[src/rtl/core/ybkf_pkg.sv]
// Package for the yaw / gyro-bias Kalman filter: sequencer codes,
// fixed-point constants and saturation helpers. No dependencies.
package ybkf_pkg;

  // sequencer states
  typedef enum logic [2:0] {
    ST_IDLE,
    ST_MUL_GO,
    ST_MUL_WAIT,
    ST_WRAP,
    ST_DIV_GO,
    ST_DIV_WAIT,
    ST_DONE
  } st_t;

  // multiply passes, in issue order
  typedef enum logic [3:0] {
    OP_YAW_PRED,
    OP_COV_BB_DT,
    OP_COV_BY_DT,
    OP_COV_A01_DT,
    OP_YAW_UPD,
    OP_BIAS_UPD,
    OP_P00_UPD,
    OP_P01_UPD,
    OP_P10_UPD,
    OP_P11_UPD
  } op_t;

  // configuration register indexes
  typedef enum logic [2:0] {
    REG_NOISE_YAW  = 3'd0,
    REG_NOISE_BIAS = 3'd1,
    REG_MEAS_NOISE = 3'd2,
    REG_INIT_YAW   = 3'd3,
    REG_INIT_BIAS  = 3'd4
  } cfg_reg_t;

  localparam logic signed [34:0] PI_Q24      = 35'sd52707179;
  localparam logic signed [34:0] NEG_PI_Q24  = -35'sd52707179;
  localparam logic signed [34:0] TWO_PI_Q24  = 35'sd105414357;
  localparam logic signed [47:0] COV_YY_INIT = 48'sd703687441777;
  localparam logic signed [47:0] COV_BB_INIT = 48'sd70368744178;
  localparam logic signed [50:0] ONE_Q46     = 51'sd70368744177664;
  localparam logic [62:0]        MAG_CAP     = 63'h4000_0000_0000_0000;

  localparam logic [46:0] NOISE_YAW_RST  = 47'd703687442;
  localparam logic [46:0] NOISE_BIAS_RST = 47'd70368744;
  localparam logic [46:0] MEAS_NOISE_RST = 47'd70368744178;

  // clamp a wide signed sum to 32 bits
  function automatic logic signed [31:0] sat32(input logic signed [65:0] v);
    if ((&v[65:31]) || !(|v[65:31])) return v[31:0];
    else if (v[65]) return 32'sh8000_0000;
    else return 32'sh7FFF_FFFF;
  endfunction

  // clamp a wide signed sum to 48 bits
  function automatic logic signed [47:0] sat48(input logic signed [65:0] v);
    if ((&v[65:47]) || !(|v[65:47])) return v[47:0];
    else if (v[65]) return 48'sh8000_0000_0000;
    else return 48'sh7FFF_FFFF_FFFF;
  endfunction

endpackage

[src/rtl/core/ybkf_mul.sv]
// Shared rounding multiplier: 50x50-bit magnitude product from four
// 25x25 partial products, round to nearest and shift by 24 or 46, cap at 2^62.
// Depends on ybkf_pkg.
module ybkf_mul (
  input  logic               clk,
  input  logic               rst_n,
  input  logic               start,
  input  logic signed [50:0] op_a,
  input  logic signed [50:0] op_b,
  input  logic               frac46,
  output logic               done,
  output logic signed [63:0] result
);
  import ybkf_pkg::*;

  localparam logic [2:0] LAST_STEP = 3'd5;
  localparam logic [2:0] PP_STEPS  = 3'd4;

  logic        busy_r, done_r, pp_v_r, neg_r, sel_r;
  logic [2:0]  step_r;
  logic [49:0] ma_r, mb_r, pp_r;
  logic [1:0]  ppsh_r;
  logic [99:0] acc_r;
  logic signed [63:0] res_r;

  logic [49:0] mag_a, mag_b, pp_w;
  logic [24:0] a_chunk, b_chunk;
  logic [99:0] pp_sh, shv;
  logic [62:0] capped;

  // operand magnitudes
  always_comb begin
    mag_a = op_a[50] ? 50'(-op_a) : 50'(op_a);
    mag_b = op_b[50] ? 50'(-op_b) : 50'(op_b);
  end

  // partial product select and weight
  assign a_chunk = step_r[1] ? ma_r[49:25] : ma_r[24:0];
  assign b_chunk = step_r[0] ? mb_r[49:25] : mb_r[24:0];
  assign pp_w    = a_chunk * b_chunk;

  always_comb begin
    unique case (ppsh_r)
      2'd0:    pp_sh = 100'(pp_r);
      2'd1:    pp_sh = 100'(pp_r) << 25;
      2'd2:    pp_sh = 100'(pp_r) << 50;
      default: pp_sh = '0;
    endcase
  end

  // final shift and cap
  always_comb begin
    shv    = sel_r ? (acc_r >> 46) : (acc_r >> 24);
    capped = (shv > 100'(MAG_CAP)) ? MAG_CAP : shv[62:0];
  end

  // control
  always_ff @(posedge clk) begin
    if (!rst_n) begin
      busy_r <= 1'b0;
      done_r <= 1'b0;
      pp_v_r <= 1'b0;
      step_r <= '0;
    end else begin
      done_r <= 1'b0;
      if (start) begin
        busy_r <= 1'b1;
        step_r <= '0;
        pp_v_r <= 1'b0;
      end else if (busy_r) begin
        pp_v_r <= (step_r < PP_STEPS);
        step_r <= step_r + 3'd1;
        if (step_r == LAST_STEP) begin
          busy_r <= 1'b0;
          done_r <= 1'b1;
        end
      end
    end
  end

  // datapath
  always_ff @(posedge clk) begin
    if (start) begin
      ma_r  <= mag_a;
      mb_r  <= mag_b;
      neg_r <= op_a[50] ^ op_b[50];
      sel_r <= frac46;
      acc_r <= frac46 ? (100'd1 << 45) : (100'd1 << 23);
    end else if (busy_r) begin
      if (step_r < PP_STEPS) begin
        pp_r   <= pp_w;
        ppsh_r <= {1'b0, step_r[1]} + {1'b0, step_r[0]};
      end
      if (pp_v_r) acc_r <= acc_r + pp_sh;
      if (step_r == LAST_STEP)
        res_r <= neg_r ? -$signed({1'b0, capped}) : $signed({1'b0, capped});
    end
  end

  assign done   = done_r;
  assign result = res_r;

endmodule

[config.mk]
export PLATFORM = sky130hd
export DESIGN_NAME = ybkf_mul
export DESIGN_NICKNAME = d
export VERILOG_FILES = /design/src/rtl/core/ybkf_pkg.sv /design/src/rtl/core/ybkf_mul.sv
export SDC_FILE = /design/constraint.sdc
export NUM_CORES = 2
export LEC_CHECK = 0
export ABC_AREA = 1
export BUFFER_PORTS_ARGS = -buffer_cell sky130_fd_sc_hd__buf_2
export CAP_MARGIN = 20
export CORE_ASPECT_RATIO = 1.2
export CORE_UTILIZATION = 35
export DETAILED_ROUTE_END_ITERATION = 16
export PLACE_DENSITY_LB_ADDON = 0.05
export SYNTH_ARGS = -nofsm -noshare
export SYNTH_HDL_FRONTEND = slang
export SYNTH_SLANG_ARGS = --single-unit
export TNS_END_PERCENT = 50
[constraint.sdc]
create_clock -name clk -period 10.25 [get_ports clk]
set_input_delay 2.05 -clock clk [delete_from_list [all_inputs] [get_ports clk]]
set_output_delay 2.05 -clock clk [all_outputs]
set_load 0.01 [all_outputs]
Word level (Yosys, flattened, before mapping)
Index checks and enable logic that the tools add are counted.
{"block": "totals", "register_bits": 324, "word_cells": 53}
{"block": "op_classes", "add_sub_neg": 6, "mul": 1, "magnitude_cmp": 2, "n_eq_ne": 3, "muxes": 16, "bitwise_logic": 4, "n_reduce_logical": 8}
{"cell": "$mux W100", "n": 3}
{"cell": "$pmux W100 S3", "n": 1}
{"cell": "$mux W63", "n": 2}
{"cell": "$add A100 B100 Y100", "n": 1}
{"cell": "$mux W50", "n": 2}
{"cell": "$neg A50 Y50", "n": 2}
{"cell": "$gt A76 B63 Y1 const B", "n": 1}
{"cell": "$mux W76", "n": 1}
{"cell": "$neg A63 Y64", "n": 1}
{"cell": "$mul A25 B25 Y50", "n": 1}
{"cell": "$mux W25", "n": 2}
{"cell": "$mux W46", "n": 1}
{"cell": "$reduce_and A3 Y1", "n": 2}
{"cell": "$mux W1", "n": 4}
{"cell": "$reduce_bool A2 Y1", "n": 2}
{"cell": "$add A3 B1 Y3 const B", "n": 1}
{"cell": "$eq A3 B3 Y1 const B", "n": 1}
{"cell": "$lt A3 B3 Y1 const B", "n": 1}
{"cell": "$not A1 Y1", "n": 3}
{"cell": "$reduce_or A3 Y1", "n": 1}
{"cell": "$add A1 B1 Y2", "n": 1}
{"cell": "$eq A2 B1 Y1 const B", "n": 1}
{"cell": "$eq A2 B2 Y1 const B", "n": 1}
{"cell": "$logic_not A2 Y1", "n": 1}
{"cell": "other kinds (3)", "n": 3}

Logic depth before layout (Yosys ltp)
{"block": "logic_depth", "depth_word": 6, "depth_mapped": 36, "mapped_depth_nobuf": 33}

Least setup slack after synthesis
Ideal clock, no wire load.
{"block": "synth_timing", "kind": "register -> register", "start": "register step_r[1]", "end": "register pp_r[44], data pin", "t_arrival_ps": 7140, "path_slack_ps": 2845, "path_stages_with_launch": 33, "n_path_buf": 3, "period_less_slack_ps": 7405, "cell_sequence": "dfxtp_1 -> clkbuf_1 -> inv_1 -> clkbuf_1 -> or2_2 -> o21ai_1 -> clkbuf_1 -> nor2_1 -> fa_1 -> inv_1 -> fa_1 -> inv_1 -> fa_1 -> inv_1 -> fa_1 -> inv_1 -> fa_1 -> fa_1 -> inv_1 -> fa_1 -> inv_1 -> ha_1 -> nand2_1 -> nor2_1 -> inv_1 -> nor2_1 -> inv_1 -> nor4_1 -> a21oi_1 -> o21ai_0 -> nand3_1 -> o21ai_0 -> xor2_1"}
{"block": "synth_between", "elab_chain_cells": 2}
{"item": "from (decl)", "line_no": "ybkf_mul.sv:20", "source": "logic [2:0] step_r;"}
{"item": "from (signal assigned)", "line_no": "ybkf_mul.sv:72", "source": "step_r <= step_r + 3'd1;"}
{"item": "$mux W25", "line_no": "ybkf_mul.sv:38", "source": "assign a_chunk = step_r[1] ? ma_r[49:25] : ma_r[24:0];"}
{"item": "$mul A25 B25 Y50", "line_no": "ybkf_mul.sv:40", "source": "assign pp_w = a_chunk * b_chunk;"}
{"item": "via pp_w[44]", "line_no": "ybkf_mul.sv:26", "source": "logic [49:0] mag_a, mag_b, pp_w;"}
{"item": "to (signal assigned)", "line_no": "ybkf_mul.sv:91", "source": "pp_r <= pp_w;"}
{"item": "to (decl)", "line_no": "ybkf_mul.sv:21", "source": "logic [49:0] ma_r, mb_r, pp_r;"}
The timed path passes the listed nets, and every way through them passes these cells.
A chain may end at the register's enable or synchronous reset.

Final worst setup path
{"block": "layout_timing", "start": "register step_r[1]", "end": "register pp_r[46], data pin"}
Same word-level chain as after synthesis.

==> Implementation_results.wiki <==
{| class="wikitable"
! Metric !! Value
|-
| Run status || complete, but fails checks
|-
| Failing checks || design-rule violations
|-
| Max Slew Vio Count || 0
|-
| Relative slew slack || 0.263
|-
| Final setup skew || ~0.040 ns
|-
| Number of synthesized flops with an enable pin || between 300 and 400
|-
| Post-CTS Repair Setup Buffers || 0
|-
| Worst endpoint data arrival time || 9.37 ns
|-
| Critical path fanouts, max || 18
|-
| Cell chosen for the clock root || clkbuf_16
|-
| Reg2reg path depth || 29
|-
| Placed wire-length estimate || ~160000 µm
|-
| Area of the mapped netlist || 0.0449 mm²
|-
| Reg2reg end || pp_r[46]
|-
| Register clock-pin slew on the reported worst setup and hold paths || approximately 0.060 ns
|-
| Chip Height || slightly below 400 µm
|-
| Final-layout worst hold slack || between 0.4 and 0.5 ns
|-
| Placed inst area || 0.0478 mm²
|-
| Sort of element at the start of the critical path || register
|-
| Library cell appearing most often on the critical path || inv_1
|-
| Average size of a mapped cell || approximately 7.6 µm²
|-
| Worst-margin pin slew || roughly 1.1 ns
|-
| Net count reported at finish || between 6000 and 7000
|-
| Setup repair after global routing missed its margin || no
|-
| Number of top-level design ports || roughly 170
|-
| Aggregate routed wire length || roughly 190000 µm
|-
| Number of cell rows || about 140
|-
| End of the worst hold path || pp_v_r
|-
| Average via count per standard cell || roughly 5.2
|-
| Clock buffers created by TritonCTS || 44
|-
| Setup slack on the worst flop-to-flop path || between 1 and 1.5 ns
|-
| Fraction of layout cells with a size suffix above 1 || 0.0643
|-
| TritonCTS clock tree || yes
|-
| Post-route minimum period || roughly 9 ns
|-
| Setup_tns || 0 ns
|-
| Placed cell count || 7625
|-
| Post-route fraction of the period consumed by the critical path || 0.879
|-
| Number of hold violations in the final report || 0
|-
| WP data required || around 11 ns
|-
| Hold-fix buffers, CTS || 0
|-
| Antenna violations before repair || 1
|-
| Wire length of the first global-routing pass || between 200000 and 300000 µm
|-
| Setup-violating endpoint count in the final report || 0
|-
| Combined global-route utilization of all metal layers || 0.293
|-
| Synth top cells by count || inv_1 (1151), nand2_1 (1127), nor2_1 (900)
|-
| Area growth from synthesis to layout || 9.72%
|-
| Ys flop type || edfxtp_1
|-
| Fraction of post-synthesis cell area in the top cell type by area || 0.235
|-
| Average routed wire per standard cell || ~25 µm
|-
| Type of the worst min-delay path || reg -> reg
|-
| Crit Reg-Reg Startpoint || step_r[1]
|-
| Launch instance of the worst min-delay path || pp_v_r
|-
| Pin count of the biggest net entering global routing || 82
|-
| Final std cells w/o fill || between 7000 and 8000
|-
| Slowest cell delay on critical path || about 0.65 ns
|-
| Core area || 0.127 mm²
|-
| Die Width || 329 µm
|-
| Library cell with the largest summed area after synthesis || fa_1
|-
| Area of the die || between 0.1 and 0.15 mm²
|-
| Source-to-sink clock delay at the later pin of the worst-skew pair || between 0.6 and 0.7 ns
|-
| Area used by multi-input combinational logic || about 0.030 mm²
|-
| Highest Clock Rate || 111 MHz
|-
| FF+latch count, synth || 324
|-
| Weighted congestion reported at the end of routability-driven placement || 1.01
|-
| Gate count of the mapped netlist || slightly below 6000
|-
| Drt first pass iters || 12
|-
| Filler Cells Inserted || approximately 14000
|-
| Sequential cell area || ~0.0097 mm²
|-
| Critical Path End Type || register
|-
| Overflow left after global routing || 0
|-
| Number of max-cap violations || 0
|-
| Category of the critical setup timing path || reg -> reg
|-
| Post-route cell area || 0.0493 mm²
|-
| Proportion of synthesized chip area in sequential cells || 0.215
|-
| Synth cell types || 50
|-
| Share of async-settable or async-resettable flops after synthesis || 0
|-
| Max Root-Sink Buffers || 3
|-
| Most instantiated library cell after synthesis || inv_1
|-
| Clock sink count || 324
|-
| Starting density of the core || 0.354
|-
| CTS resizes || 0
|-
| Number of nets in the synthesized netlist || 6803
|-
| Syn. warnings || 0
|-
| Remaining DRCs || 16
|-
| Ranking of synthesized cells by area || fa_1 (23%), edfxtp_1 (21%), inv_1 (9.6%)
|-
| Highest-delay cell along the critical path || fa_1
|-
| Remaining number of nets flagged by the antenna check after routing || 0
|-
| Cells on Worst Hold Path || 2
|-
| Number of DRC markers after the initial detailed-route iteration || 2543
|-
| H-tree levels || 2
|-
| Via count of the routed design || ~40000
|-
| Number of port buffers || 170
|-
| Vias in the first global route || 41600
|}
state kept, by name, indices dropped and copies added, names as in the netlist:
name and count:
acc_r 100, result 64, ma_r 50, mb_r 50, pp_r 50, step_r 3, ppsh_r 2, busy_r 1
done 1, neg_r 1, pp_v_r 1, sel_r 1
critical path, delay by kind of cell (launching register included):
kind | cells | cell delay, ns
AOI/OAI and AO/OA | 7 | 1.40
xor gates and xnor gates | 1 | 0.18
adders and majority gates | 8 | 4.19
buffers and inverters | 10 | 2.05
DFF | 1 | 0.31
and+or+nand+nor | 3 | 0.57
cell usage in the layout (no fill, tap or decap), types with 5 or more instances in the layout:
cell type,n
clkbuf_16,45
a31oi_1,30
or2_2,28
inv_1,1150
o21ai_0,285
o21ai_2,15
o211ai_1,6
a21oi_1,358
xnor2_1,74
a21o_1,16
nor2_2,5
xor2_1,107
nor4_1,26
buf_2,169
bufinv_16,5
clkinv_1,11
nand2_1,1125
inv_2,5
buf_4,75
o31ai_1,29
nand4_1,26
ha_1,289
o21ai_1,53
o22ai_1,50
clkbuf_1,8
nor2_1,899
fa_1,527
a21boi_0,16
o21bai_1,34
dfxtp_1,5
nand3b_1,14
edfxtp_1,318
clkinvlp_4,5
nand2_2,9
clkinv_2,7
nand3_1,96
o21a_1,29
o41ai_1,21
nor3_1,30
cells by family after synthesis:
family	Yosys count	share of synthesized area
simple gates	2270	0.200
buf+inv	1333	0.114
compound gates	957	0.120
fa+ha+maj	816	0.316
flops	324	0.215
xor+xnor	181	0.0353
worst max-delay path by stage:
stage / start / to / slack (ns) / cells after the start
after floorplan: step_r[1] / pp_r[44] / 2.84 / 32
after global placement: step_r[0] / pp_r[46] / 1.10 / 23
after detailed placement: step_r[0] / pp_r[46] / 1.21 / 25
after CTS: step_r[0] / pp_r[46] / 1.16 / 25
after global routing: step_r[0] / pp_r[46] / 0.85 / 25
final: step_r[1] / pp_r[46] / 1.24 / 29
routing by layer:
metal | part of all wire | track usage
met1 | 0.38 | 0.329
met2 | 0.51 | 0.528
met3 | 0.046 | 0.0342
met4 | 0.071 | 0.174
met5 | 0 | 0
area by class of cell:
cell class / instances / share of cell area
diodes: 2 / 0.000102
clock buffers: 54 / 0.0238
clock inverters: 26 / 0.00627
inverters: 1163 / 0.0886
multi-input cells: 4224 / 0.613
flip-flops and latches: 324 / 0.196
well taps: 1667 / 0.0423
repair buffers: 247 / 0.0295
metrics by stage:
step | worst slack, ns | util
after floorplan | 2.84 | -
after global placement | 1.10 | 0.376
after detailed placement | 1.21 | 0.377
after CTS | 1.16 | 0.388
after global routing | 0.851 | 0.388
final | 1.24 | 0.388
Power is left out: the tool's default activity adds up to more than one toggle a clock period on the data nets, which glitch-free logic cannot reach.
