--- config.mk ---
export PLATFORM = sky130hd
export DESIGN_NAME = ybkf_div
export DESIGN_NICKNAME = d
export VERILOG_FILES = /design/src/rtl/core/ybkf_pkg.sv /design/src/rtl/core/ybkf_div.sv
export SDC_FILE = /design/constraint.sdc
export NUM_CORES = 1
export LEC_CHECK = 0
export BUFFER_PORTS_ARGS = -buffer_cell sky130_fd_sc_hd__buf_2
export CORE_UTILIZATION = 45
export CTS_CLUSTER_SIZE = 40
export DETAILED_ROUTE_END_ITERATION = 10
export HOLD_SLACK_MARGIN = 0.06
export PLACE_DENSITY = 0.63
export SYNTH_ARGS = -nofsm -noshare
export SYNTH_HDL_FRONTEND = slang
export SYNTH_SLANG_ARGS = --single-unit
export TNS_END_PERCENT = 10
--- constraint.sdc ---
create_clock -name clk -period 7.88 [get_ports clk]
set_input_delay 1.97 -clock clk [delete_from_list [all_inputs] [get_ports clk]]
set_output_delay 1.97 -clock clk [all_outputs]
set_load 0.02 [all_outputs]
--- src/rtl/core/ybkf_pkg.sv ---
// Package for the yaw / gyro-bias Kalman filter: sequencer codes,
// fixed-point constants and saturation helpers. No dependencies.
package ybkf_pkg;

  // sequencer states
  typedef enum logic [2:0] {
    ST_IDLE,
    ST_MUL_GO,
    ST_MUL_WAIT,
    ST_WRAP,
    ST_DIV_GO,
    ST_DIV_WAIT,
    ST_DONE
  } st_t;

  // multiply passes, in issue order
  typedef enum logic [3:0] {
    OP_YAW_PRED,
    OP_COV_BB_DT,
    OP_COV_BY_DT,
    OP_COV_A01_DT,
    OP_YAW_UPD,
    OP_BIAS_UPD,
    OP_P00_UPD,
    OP_P01_UPD,
    OP_P10_UPD,
    OP_P11_UPD
  } op_t;

  // configuration register indexes
  typedef enum logic [2:0] {
    REG_NOISE_YAW  = 3'd0,
    REG_NOISE_BIAS = 3'd1,
    REG_MEAS_NOISE = 3'd2,
    REG_INIT_YAW   = 3'd3,
    REG_INIT_BIAS  = 3'd4
  } cfg_reg_t;

  localparam logic signed [34:0] PI_Q24      = 35'sd52707179;
  localparam logic signed [34:0] NEG_PI_Q24  = -35'sd52707179;
  localparam logic signed [34:0] TWO_PI_Q24  = 35'sd105414357;
  localparam logic signed [47:0] COV_YY_INIT = 48'sd703687441777;
  localparam logic signed [47:0] COV_BB_INIT = 48'sd70368744178;
  localparam logic signed [50:0] ONE_Q46     = 51'sd70368744177664;
  localparam logic [62:0]        MAG_CAP     = 63'h4000_0000_0000_0000;

  localparam logic [46:0] NOISE_YAW_RST  = 47'd703687442;
  localparam logic [46:0] NOISE_BIAS_RST = 47'd70368744;
  localparam logic [46:0] MEAS_NOISE_RST = 47'd70368744178;

  // clamp a wide signed sum to 32 bits
  function automatic logic signed [31:0] sat32(input logic signed [65:0] v);
    if ((&v[65:31]) || !(|v[65:31])) return v[31:0];
    else if (v[65]) return 32'sh8000_0000;
    else return 32'sh7FFF_FFFF;
  endfunction

  // clamp a wide signed sum to 48 bits
  function automatic logic signed [47:0] sat48(input logic signed [65:0] v);
    if ((&v[65:47]) || !(|v[65:47])) return v[47:0];
    else if (v[65]) return 48'sh8000_0000_0000;
    else return 48'sh7FFF_FFFF_FFFF;
  endfunction

endpackage

--- src/rtl/core/ybkf_div.sv ---
// Serial gain divider: num / den in Q2.46, one quotient bit a cycle,
// truncated toward zero, saturated at 2^47-1. Depends on ybkf_pkg.
module ybkf_div (
  input  logic               clk,
  input  logic               rst_n,
  input  logic               start,
  input  logic signed [47:0] num,
  input  logic [47:0]        den,
  output logic               done,
  output logic signed [47:0] quot
);
  import ybkf_pkg::*;

  localparam logic [5:0] FRAC_BITS = 6'd46;

  logic        busy_r, init_r, done_r, neg_r;
  logic [5:0]  cnt_r;
  logic [47:0] n_r, d_r, rem_r;
  logic [46:0] q_r;
  logic [48:0] rem2;

  assign rem2 = {rem_r, 1'b0};

  // control
  always_ff @(posedge clk) begin
    if (!rst_n) begin
      busy_r <= 1'b0;
      init_r <= 1'b0;
      done_r <= 1'b0;
      cnt_r  <= '0;
    end else begin
      done_r <= 1'b0;
      if (start) begin
        busy_r <= 1'b1;
        init_r <= 1'b1;
      end else if (busy_r && init_r) begin
        init_r <= 1'b0;
        cnt_r  <= FRAC_BITS;
        if ({1'b0, n_r} >= {d_r, 1'b0}) begin
          busy_r <= 1'b0;
          done_r <= 1'b1;
        end
      end else if (busy_r) begin
        cnt_r <= cnt_r - 6'd1;
        if (cnt_r == 6'd1) begin
          busy_r <= 1'b0;
          done_r <= 1'b1;
        end
      end
    end
  end

  // restoring division datapath
  always_ff @(posedge clk) begin
    if (start) begin
      n_r   <= num[47] ? 48'(-num) : 48'(num);
      d_r   <= den;
      neg_r <= num[47];
    end else if (busy_r && init_r) begin
      if ({1'b0, n_r} >= {d_r, 1'b0}) begin
        q_r <= '1;
      end else if (n_r >= d_r) begin
        q_r   <= 47'd1;
        rem_r <= n_r - d_r;
      end else begin
        q_r   <= '0;
        rem_r <= n_r;
      end
    end else if (busy_r) begin
      if (rem2 >= {1'b0, d_r}) begin
        rem_r <= 48'(rem2 - {1'b0, d_r});
        q_r   <= {q_r[45:0], 1'b1};
      end else begin
        rem_r <= rem2[47:0];
        q_r   <= {q_r[45:0], 1'b0};
      end
    end
  end

  assign done = done_r;
  assign quot = neg_r ? -$signed({1'b0, q_r}) : $signed({1'b0, q_r});

endmodule

======== Word-level counts from Yosys, hierarchy flattened ========
Cells that the tools add are included.
storage, ports and cells
  flip-flop bits (word level) ............. 201
  bits of input ports ..................... 99
  output and inout port bits .............. 49
  word-level logic and storage cells ...... 54
operators by class
  add/subtract/negate cells ............... 5
  $lt $le $gt $ge ......................... 3
  equal/unequal tests ..................... 3
  muxes and demuxes ....................... 25
  bitwise operators ....................... 2
  reductions and logical operators ........ 6
operators by type and width
  cell                                              count
  2-to-1 mux 48 bit                                 6
  2-to-1 mux 47 bit                                 4
  subtractor 48 bit                                 2
  greater-or-equal comparator 48 x 49 -> 1 bit      1
  greater-or-equal comparator 49 x 48 -> 1 bit      1
  greater-or-equal comparator 48 bit                1
  negator 47 -> 48 bit                              1
  negator 48 bit                                    1
  2-to-1 mux 1 bit                                  13
  2-to-1 mux 6 bit                                  2
  == test 6 x 1 -> 1 bit, second input constant     1
  subtractor 6 x 1 -> 6 bit, second input constant  1
  nonzero test 2 bit                                2
  != test 3 x 2 -> 1 bit, second input constant     1
  AND reduction 3 bit                               1
  != test 2 bit, second input constant              1
  NOT 1 bit                                         2
  AND reduction 2 bit                               1
  OR reduction 2 bit                                1
  logical AND 1 bit                                 1

======== Logic depth before layout (Yosys ltp) ========
Gate-level depths: netlist of run 1.
  depth after elaboration ................. 5
  depth in mapped cells ................... 16
  depth with buffers taken out ............ 14

======== Worst setup path after synthesis of run 1 ========
OpenSTA, ideal clock, no wires.
  path type ............................... input-to-reg
  start point ............................. input start
  end point ............................... register rem_r[0] (enable)
  arrival time ............................ 5.524 ns
  required time ........................... 7.470 ns
  slack ................................... 1.945 ns
  stages .................................. 2
  cells stage by stage .................... nor2_1 and2_1
on the way
  word-level cells in the longest chain between the ends .. 2
RTL lines
  item                                  line            text
  start, declared                       ybkf_div.sv:6   input logic start,
  NOT 1 bit (no source line)            n/a
  AND reduction 3 bit (no source line)  n/a
  end signal, assigned                  ybkf_div.sv:64  rem_r <= n_r - d_r;
  end signal, assigned                  ybkf_div.sv:67  rem_r <= n_r;
  end signal, assigned                  ybkf_div.sv:71  rem_r <= 48'(rem2 - {1'b0, d_r});
  end, declared                         ybkf_div.sv:18  logic [47:0] n_r, d_r, rem_r;
Every way passes these cells.
A chain may end at the register's enable or synchronous reset.

======== Worst setup path after layout of run 1 ========
  start point ............................. register q_r[0]
  end point ............................... output quot[35]
on the way
  word-level cells in the longest chain between the ends .. 2
RTL lines
  item                    line            text
  start, declared         ybkf_div.sv:19  logic [46:0] q_r;
  start signal, assigned  ybkf_div.sv:72  q_r <= {q_r[45:0], 1'b1};
  start signal, assigned  ybkf_div.sv:75  q_r <= {q_r[45:0], 1'b0};
  negator 47 -> 48 bit    ybkf_div.sv:81  assign quot = neg_r ? -$signed({1'b0, q_r}) : $signed({1'b0, q_r});
  2-to-1 mux 48 bit       ybkf_div.sv:81
  end, declared           ybkf_div.sv:10  output logic signed [47:0] quot
Every way passes these cells.

==> results of run 1 <==
cell usage after synthesis, types with 25 or more instances:
master    count
a211oi_1     44
a21o_1       60
a21oi_1     156
a31oi_1      38
clkbuf_1     77
edfxtp_1    192
ha_1        147
inv_1        87
nand2_1     179
nand3_1      25
nand4_1      36
nor2_1      109
nor3_1       28
o21a_1       58
o21ai_0     115
o31ai_1      34
xnor2_1     133
xor2_1       41
layout make-up:
type,count,area (sq um),share of cell area
Antenna cell,1,2.502,0.0001332
Timing Repair Buffer,163,858.3,0.04568
Sequential cell,201,5946,0.3164
Multi-Input combinational cell,1490,10290,0.5478
Clock buffer,28,615.6,0.03276
Tap cell,468,585.6,0.03116
Inverter,87,326.6,0.01738
Clock inverter,15,163.9,0.008722
metal layers:
layer | vias to the layer above | track usage
met5 | - | 0
met4 | 2 | 0.08486
met3 | 89 | 0.02919
met2 | 403 | 0.4045
met1 | 6914 | 0.3303
li1 | 7214 | -
metrics by stage:
stage | util | total power [mW] | cell area, sq um | cells
after floorplan | - | 2.521 | 16870 | 1865
after global placement | 0.4896 | 2.913 | 18010 | 2409
after detailed placement | 0.4896 | 2.932 | 18010 | 2409
after CTS | 0.5108 | 4.060 | 18790 | 2452
after global routing | 0.5109 | 4.294 | 18790 | 2453
final | 0.5109 | 4.051 | 18790 | 2453
registers in the layout (all words and copies together), names as in the netlist:
register / cells
d_r: 48
neg_r: 1
done: 1
q_r: 47
init_r: 1
busy_r: 1
n_r: 48
cnt_r: 6
rem_r: 48
kinds of logic after synthesis:
family	Yosys count
buf+inv	174
fa+ha+maj	149
compound gates	628
flops	201
simple gates	530
mux	9
xor+xnor	174
cells in the final DEF (no fill, tap or decap), types with 12 or more instances in the layout:
cell type	count
a211oi_1	43
a21boi_0	13
a21o_1	60
a21oi_1	156
a31oi_1	38
and3_1	24
buf_2	146
buf_4	17
clkbuf_16	24
edfxtp_1	192
ha_1	147
inv_1	87
nand2_1	178
nand2b_1	18
nand3_1	25
nand4_1	36
nor2_1	107
nor3_1	28
o211ai_1	15
o21a_1	58
o21ai_0	115
o21bai_1	18
o31ai_1	34
o41ai_1	12
or2_2	13
or3_1	17
or4_1	23
xnor2_1	133
xor2_1	41
report_power, final:
group          internal (mW)  switching [mW]
sequential              1.32          0.0774
combinational          0.610           0.937
clock                  0.656           0.454
worst paths after layout:
| kind | from | endpoint | slack (ns) |
|---|---|---|---|
| worst max-delay path | q_r[0] | quot[35] | 1.51 |
| worst min-delay path | cnt_r[4] | cnt_r[4] | 0.53 |
| worst max register to register | d_r[0] | rem_r[46] | 3.17 |
| worst min register to register | cnt_r[4] | cnt_r[4] | 0.53 |
tightest hold or removal path, stage by stage (launching register included):
cell,delay (ns)
dfxtp_1,0.34
xnor2_1,0.07
nor2_1,0.08
==> flow_metrics.tcl, run 1 <==
set metrics [dict create \
    nFillCells 3538 \
    critical_path_depth 11 \
    wl_met3_um 2425 \
    synthCells 1865 \
    placeableCoreArea_sq_um 36790 \
    cp-end-kind "output pin" \
    grt-ovfl-total 0 \
    fp.dieH_um 195.6 \
    synth.distinct_cells 74 \
    nets 2215 \
    place_ws_ns 2.086 \
    synth_top_area_frac 0.3418 \
    synth_edf_count 192 \
    post_cts_buffers 0 \
    fp-row-count 70 \
    hp-class "flip-flop to flip-flop" \
    die_w_um 195.6 \
    initial_utilization 0.4586 \
    routed_wirelength_um 46930 \
    crit_family "simple AND/OR/NAND/NOR gates" \
    synthMuxAreaShare 0.005563 \
    synth_top_area_cell "edfxtp_1" \
    wire_per_inst_um 19.13 \
    path_cells "or3_1 -> or3b_2 -> or4_1 -> or4_1 -> or3_1 -> o31ai_4 -> nand2_1 -> a21oi_1 -> nand2_1 -> xor2_1 -> buf_2" \
    cts_buffers 24 \
    io_pins 148 \
    root_buffer "clkbuf_16" \
    worstPathArrival_ns 4.40 \
    top_layer "met5" \
    setup_tns_ns 0 \
    maxCapViolCount 0 \
    hold_depth 2 \
    ys_seq_area_frac 0.3524 \
    synth_ff_type "edfxtp_1" \
    synth_compound_gate_area_share 0.2437 \
    worstMarginPinSlew_ns 0.9133 \
    synth.avg_cell_area_sq_um 9.046 \
    firstDrtPassIters 7 \
    die_area_sq_um 38270 \
    setup_viol 0 \
    synth_fa_ha_area_frac 0.1114 \
    yosysWarnings 0 \
    rsz0062_at_grt "no" \
    grt_max_degree 64 \
    drt-initial-drc-count 1009 \
    final_hold_viol_count 0 \
    port_buffers 147 \
    cts_hold_buffers 0 \
    ant_nets 0 \
    synth-seq-cells 201 \
    syn_area_sq_um 16870 \
    finalClockSkew_ns 0.007617 \
    synth_top_family_by_area "compound AO/OA/AOI/OAI gates" \
    drive_above_1_share 0.1179 \
    synthTopCellsByArea "edfxtp_1 34%, ha_1 11%, xnor2_1 6.9%" \
    cts-resized-gates 0 \
    path_buf_inv 1 \
    max_stage_delay_ns 0.52 \
    clock_latency_ns 0.55 \
    antenna_found_initial 2 \
    fmax_mhz 157.0 \
    wl_met1_um 21330 \
    async_reset_ff_frac 0 \
    grt.total_usage 0.2446 \
    fin_crit_sh 0.8083 \
    synth_xor_area_frac 0.09034 \
    via_per_inst 5.961 \
    critPathLaunchType "flip-flop" \
    hpwl_um 36110 \
    globalplace.congestion 0.8970 \
    htreeDepth 1 \
    peakVddDrop_v 0.0001445 \
    hold_ws_ns 0.5300 \
    crit_fanout 4 \
    p_leak_nw 7.480 \
    area_growth_pct 11.39 \
    drc 0 \
    cts_tree "done" \
    crit_type "flip-flop to output pin" \
    worst_slack_ns 1.510 \
    grt_pass1_wl_um 75270 \
    synth-simple-area-share 0.1575 \
    syn_nets 2113 \
    cts_sinks 201 \
    cts_max_path_buffers 3 \
    wl_met2_um 21700 \
    vias 14620 \
    cp.required_ns 5.91 \
    first_global_vias 14190 \
    relSlewSlack 0.3911 \
    p_per_area_nw_per_um2 215.6 \
    status "complete, no violations" \
    worst_r2r_path_depth 16 \
    maxSlewViolCount 0 \
    period_needed_ns 6.370 \
    critPathSlowestCell "or3b_2" \
    clk_pin_slew_ns 0.06 \
]
No activity file was read; power rests on OpenSTA's default activity.
==> inputs of run 2 (changes only) <==
--- a/config.mk
+++ b/config.mk
@@ -5,12 +5,13 @@
 export SDC_FILE = /design/constraint.sdc
 export NUM_CORES = 1
 export LEC_CHECK = 0
+export ABC_AREA = 1
 export BUFFER_PORTS_ARGS = -buffer_cell sky130_fd_sc_hd__buf_2
 export CORE_UTILIZATION = 45
 export CTS_CLUSTER_SIZE = 40
 export DETAILED_ROUTE_END_ITERATION = 10
 export HOLD_SLACK_MARGIN = 0.06
-export PLACE_DENSITY = 0.63
+export PLACE_DENSITY = 0.62
 export SYNTH_ARGS = -nofsm -noshare
 export SYNTH_HDL_FRONTEND = slang
 export SYNTH_SLANG_ARGS = --single-unit
==> constraint.sdc (replaced) <==
create_clock -name clk -period 6.3 [get_ports clk]
set_input_delay 1.575 -clock clk [delete_from_list [all_inputs] [get_ports clk]]
set_output_delay 1.575 -clock clk [all_outputs]
set_load 0.02 [all_outputs]
==> run 2 against run 1 <==
  * Area after synthesis up 23%
  * Total power is 32% higher
  * Hold slack worse by 0.027 ns
  * Setup slack improved by 0.23 ns
  * Largest power group unchanged
  * Final area is 22% higher
  * Highest routed layer is now met4
  * Register-to-register slack got worse by 0.62 ns
  * Count of clock-buffer cells in the layout up 1
  * Clock power rose by 40%
==> flow_metrics.tcl, run 2 <==
set metrics [dict create \
    io_pins 148 \
    maxCapViolCount 0 \
    synthMuxAreaShare 0 \
    setup_viol 0 \
    fin_crit_sh 0.7245 \
    synth_top_family_by_area "simple AND/OR/NAND/NOR gates" \
    wire_per_inst_um 18.94 \
    syn_area_sq_um 20700 \
    area_growth_pct 10.67 \
    setup_tns_ns 0 \
    cts_hold_buffers 0 \
    total_power_mw 5.360 \
    synthCells 3273 \
    synth_top_area_cell "edfxtp_1" \
    cts_buffers 26 \
    critPathLaunchType "flip-flop" \
    peakVddDrop_v 0.0001854 \
    via_per_inst 5.363 \
    synth-simple-area-share 0.3827 \
    htreeDepth 1 \
    rsz0062_at_grt "no" \
    clk_pin_slew_ns 0.06 \
    final_common_cell "nand2_1" \
    grt-ovfl-total 0 \
    synth.distinct_cells 47 \
    die_w_um 216.5 \
    final_cells 4021 \
    finalClockSkew_ns 0.03373 \
    maxSlewViolCount 0 \
    cp-end-kind "output pin" \
    clock_latency_ns 0.58 \
    pwr-share-clk 0.289 \
    async_reset_ff_frac 0 \
    vias 21570 \
    yosysMostFrequentCell "nand2_1" \
    critPathSlowestCell "edfxtp_1" \
    p_per_area_nw_per_um2 234.0 \
    switchingPower_mw 2.168 \
    drc 0 \
    synth_compound_gate_area_share 0.06358 \
    reg_top3 "d_r (48), n_r (48), rem_r (48)" \
    worstMarginPinSlew_ns 1.146 \
    crit_type "flip-flop to output pin" \
    fmax_mhz 219.1 \
    crit_fanout 5 \
    hpwl_um 63420 \
    synth-seq-cells 201 \
    grt.total_usage 0.3201 \
    initial_utilization 0.4562 \
    path_cells "inv_1 -> ha_1 -> nand3_1 -> nor2_1 -> inv_1 -> nor2_2 -> nand3_1 -> nand2_1 -> o21ai_1 -> a21oi_2 -> o21ai_0 -> nand2_1 -> nand2_1 -> buf_2" \
    seqPwrFrac 0.319 \
    combPwrFrac 0.392 \
    synthTopCellsByCount "1121 x nand2_1, 570 x inv_1, 382 x nor2_1" \
    synth_ff_type "edfxtp_1" \
    synth_xor_area_frac 0.05669 \
    fp-row-count 78 \
    status "complete, no violations" \
    routed_wirelength_um 76180 \
    die_area_sq_um 46860 \
    internal_power_mw 3.192 \
    post_cts_buffers 0 \
    relSlewSlack 0.2288 \
    max_stage_delay_ns 0.38 \
    cp.required_ns 4.72 \
    cts-resized-gates 0 \
    synth_edf_count 192 \
    dp.cells 3973 \
    root_buffer "clkbuf_16" \
    firstDrtPassIters 6 \
    synthTopCellsByArea "edfxtp_1 28%, nand2_1 20%, inv_1 10%" \
    cts_max_path_buffers 3 \
    syn_nets 3521 \
    ant_nets 0 \
    cts_tree "done" \
    placeableCoreArea_sq_um 45380 \
    ys_seq_area_frac 0.2872 \
    port_buffers 147 \
    synth.avg_cell_area_sq_um 6.325 \
    nFillCells 4843 \
    p_sw_frac 0.4045 \
    drive_above_1_share 0.06901 \
    antenna_found_initial 1 \
    hp-class "flip-flop to flip-flop" \
    synth_fa_ha_area_frac 0.09078 \
    grt_pass1_wl_um 114800 \
    drt-initial-drc-count 2085 \
    p_leak_nw 11.81 \
    synth_top_area_frac 0.2785 \
    nets 3649 \
    final_hold_viol_count 0 \
    crit_path_frequent_cell "nand2_1" \
    yosysWarnings 0 \
    grt_max_degree 73 \
    period_needed_ns 4.564 \
    layout_common_cells "1120 x nand2_1, 570 x inv_1, 381 x nor2_1, 208 x nand3_1, 192 x edfxtp_1" \
    fp.dieH_um 216.5 \
    globalplace.congestion 0.9958 \
    first_global_vias 20210 \
    cts_sinks 201 \
    worstPathArrival_ns 2.99 \
]
## run 2: cell count changes in the layout (fill, tap and decap cells not counted), sizes merged, moves of 55 or more
cell,before,now
nand2,180,1122
inv,87,584
nor2,109,387
nand3,25,209
xnor2,133,48
a21oi,156,99
nand4,36,92
a21o,60,5
## run 2: cell type report
type                       instances  area (sq um)  area share
sequential                       201          5946      0.2595
clock buffer                      29         681.9     0.02976
antenna                            1         2.502   0.0001092
multi-input combinational       2431         12330      0.5380
inverter                         583          2188     0.09552
timing repair buffer             158         820.8     0.03583
tap                              600         750.7     0.03277
clock inverter                    18         193.9    0.008465
## run 2: cell families (layout without fill, tap and decap cells)
logic type               count (synthesis)  in the layout
other                                    0              1
XOR/XNOR                               134            134
adder cells (fa/ha/maj)                149            149
AND/OR/NAND/NOR                       1905           1905
buffers and inverters                  641            788
AO/OA/AOI/OAI                          243            243
flip-flops                             201            201
## run 2: power groups by stage
stage / combinational [mW] / sequential [mW] / clock [mW]
2_1_floorplan: 1.45 / 1.69 / 0
3_3_place_gp: 2.04 / 1.73 / 0
3_5_place_dp: 2.05 / 1.73 / 0
4_1_cts: 2.06 / 1.71 / 1.57
5_1_grt: 2.33 / 1.72 / 1.62
6_report: 2.10 / 1.71 / 1.55
## run 2: path summary, 6_finish.rpt
check	start	endpoint	slack, ns	cells past startpoint
max	q_r[0]	quot[26]	1.74	14
min	cnt_r[0]	cnt_r[0]	0.50	2
max reg2reg	n_r[45]	rem_r[40]	2.55	13
min reg2reg	cnt_r[0]	cnt_r[0]	0.50	2
## run 2: stage by stage
step,hold slack (ns),cell area [sq um],worst slack (ns),util
2_1_floorplan,0.4525,20700,0.3745,-
3_3_place_gp,0.4803,22030,2.434,0.4855
3_5_place_dp,0.4886,22030,2.387,0.4855
4_1_cts,0.5000,22910,1.767,0.5048
5_1_grt,0.5240,22910,1.493,0.5049
6_report,0.5025,22910,1.736,0.5049
## run 2: worst max-delay path: cells and delay by family, from the launching register on
kind,cells,cell delay [ns]
compound gates,3,0.54
fa+ha+maj,1,0.19
flops,1,0.38
buf+inv,3,0.37
simple gates,7,0.92
## run 2: metal layers
layer / vias up / share of wire / track usage
met5: - / 0 / 0
met3: 122 / 0.084 / 0.03621
met4: 0 / 0.037 / 0.1134
met2: 917 / 0.43 / 0.4902
met1: 9922 / 0.45 / 0.4630
li1: 10600 / - / -
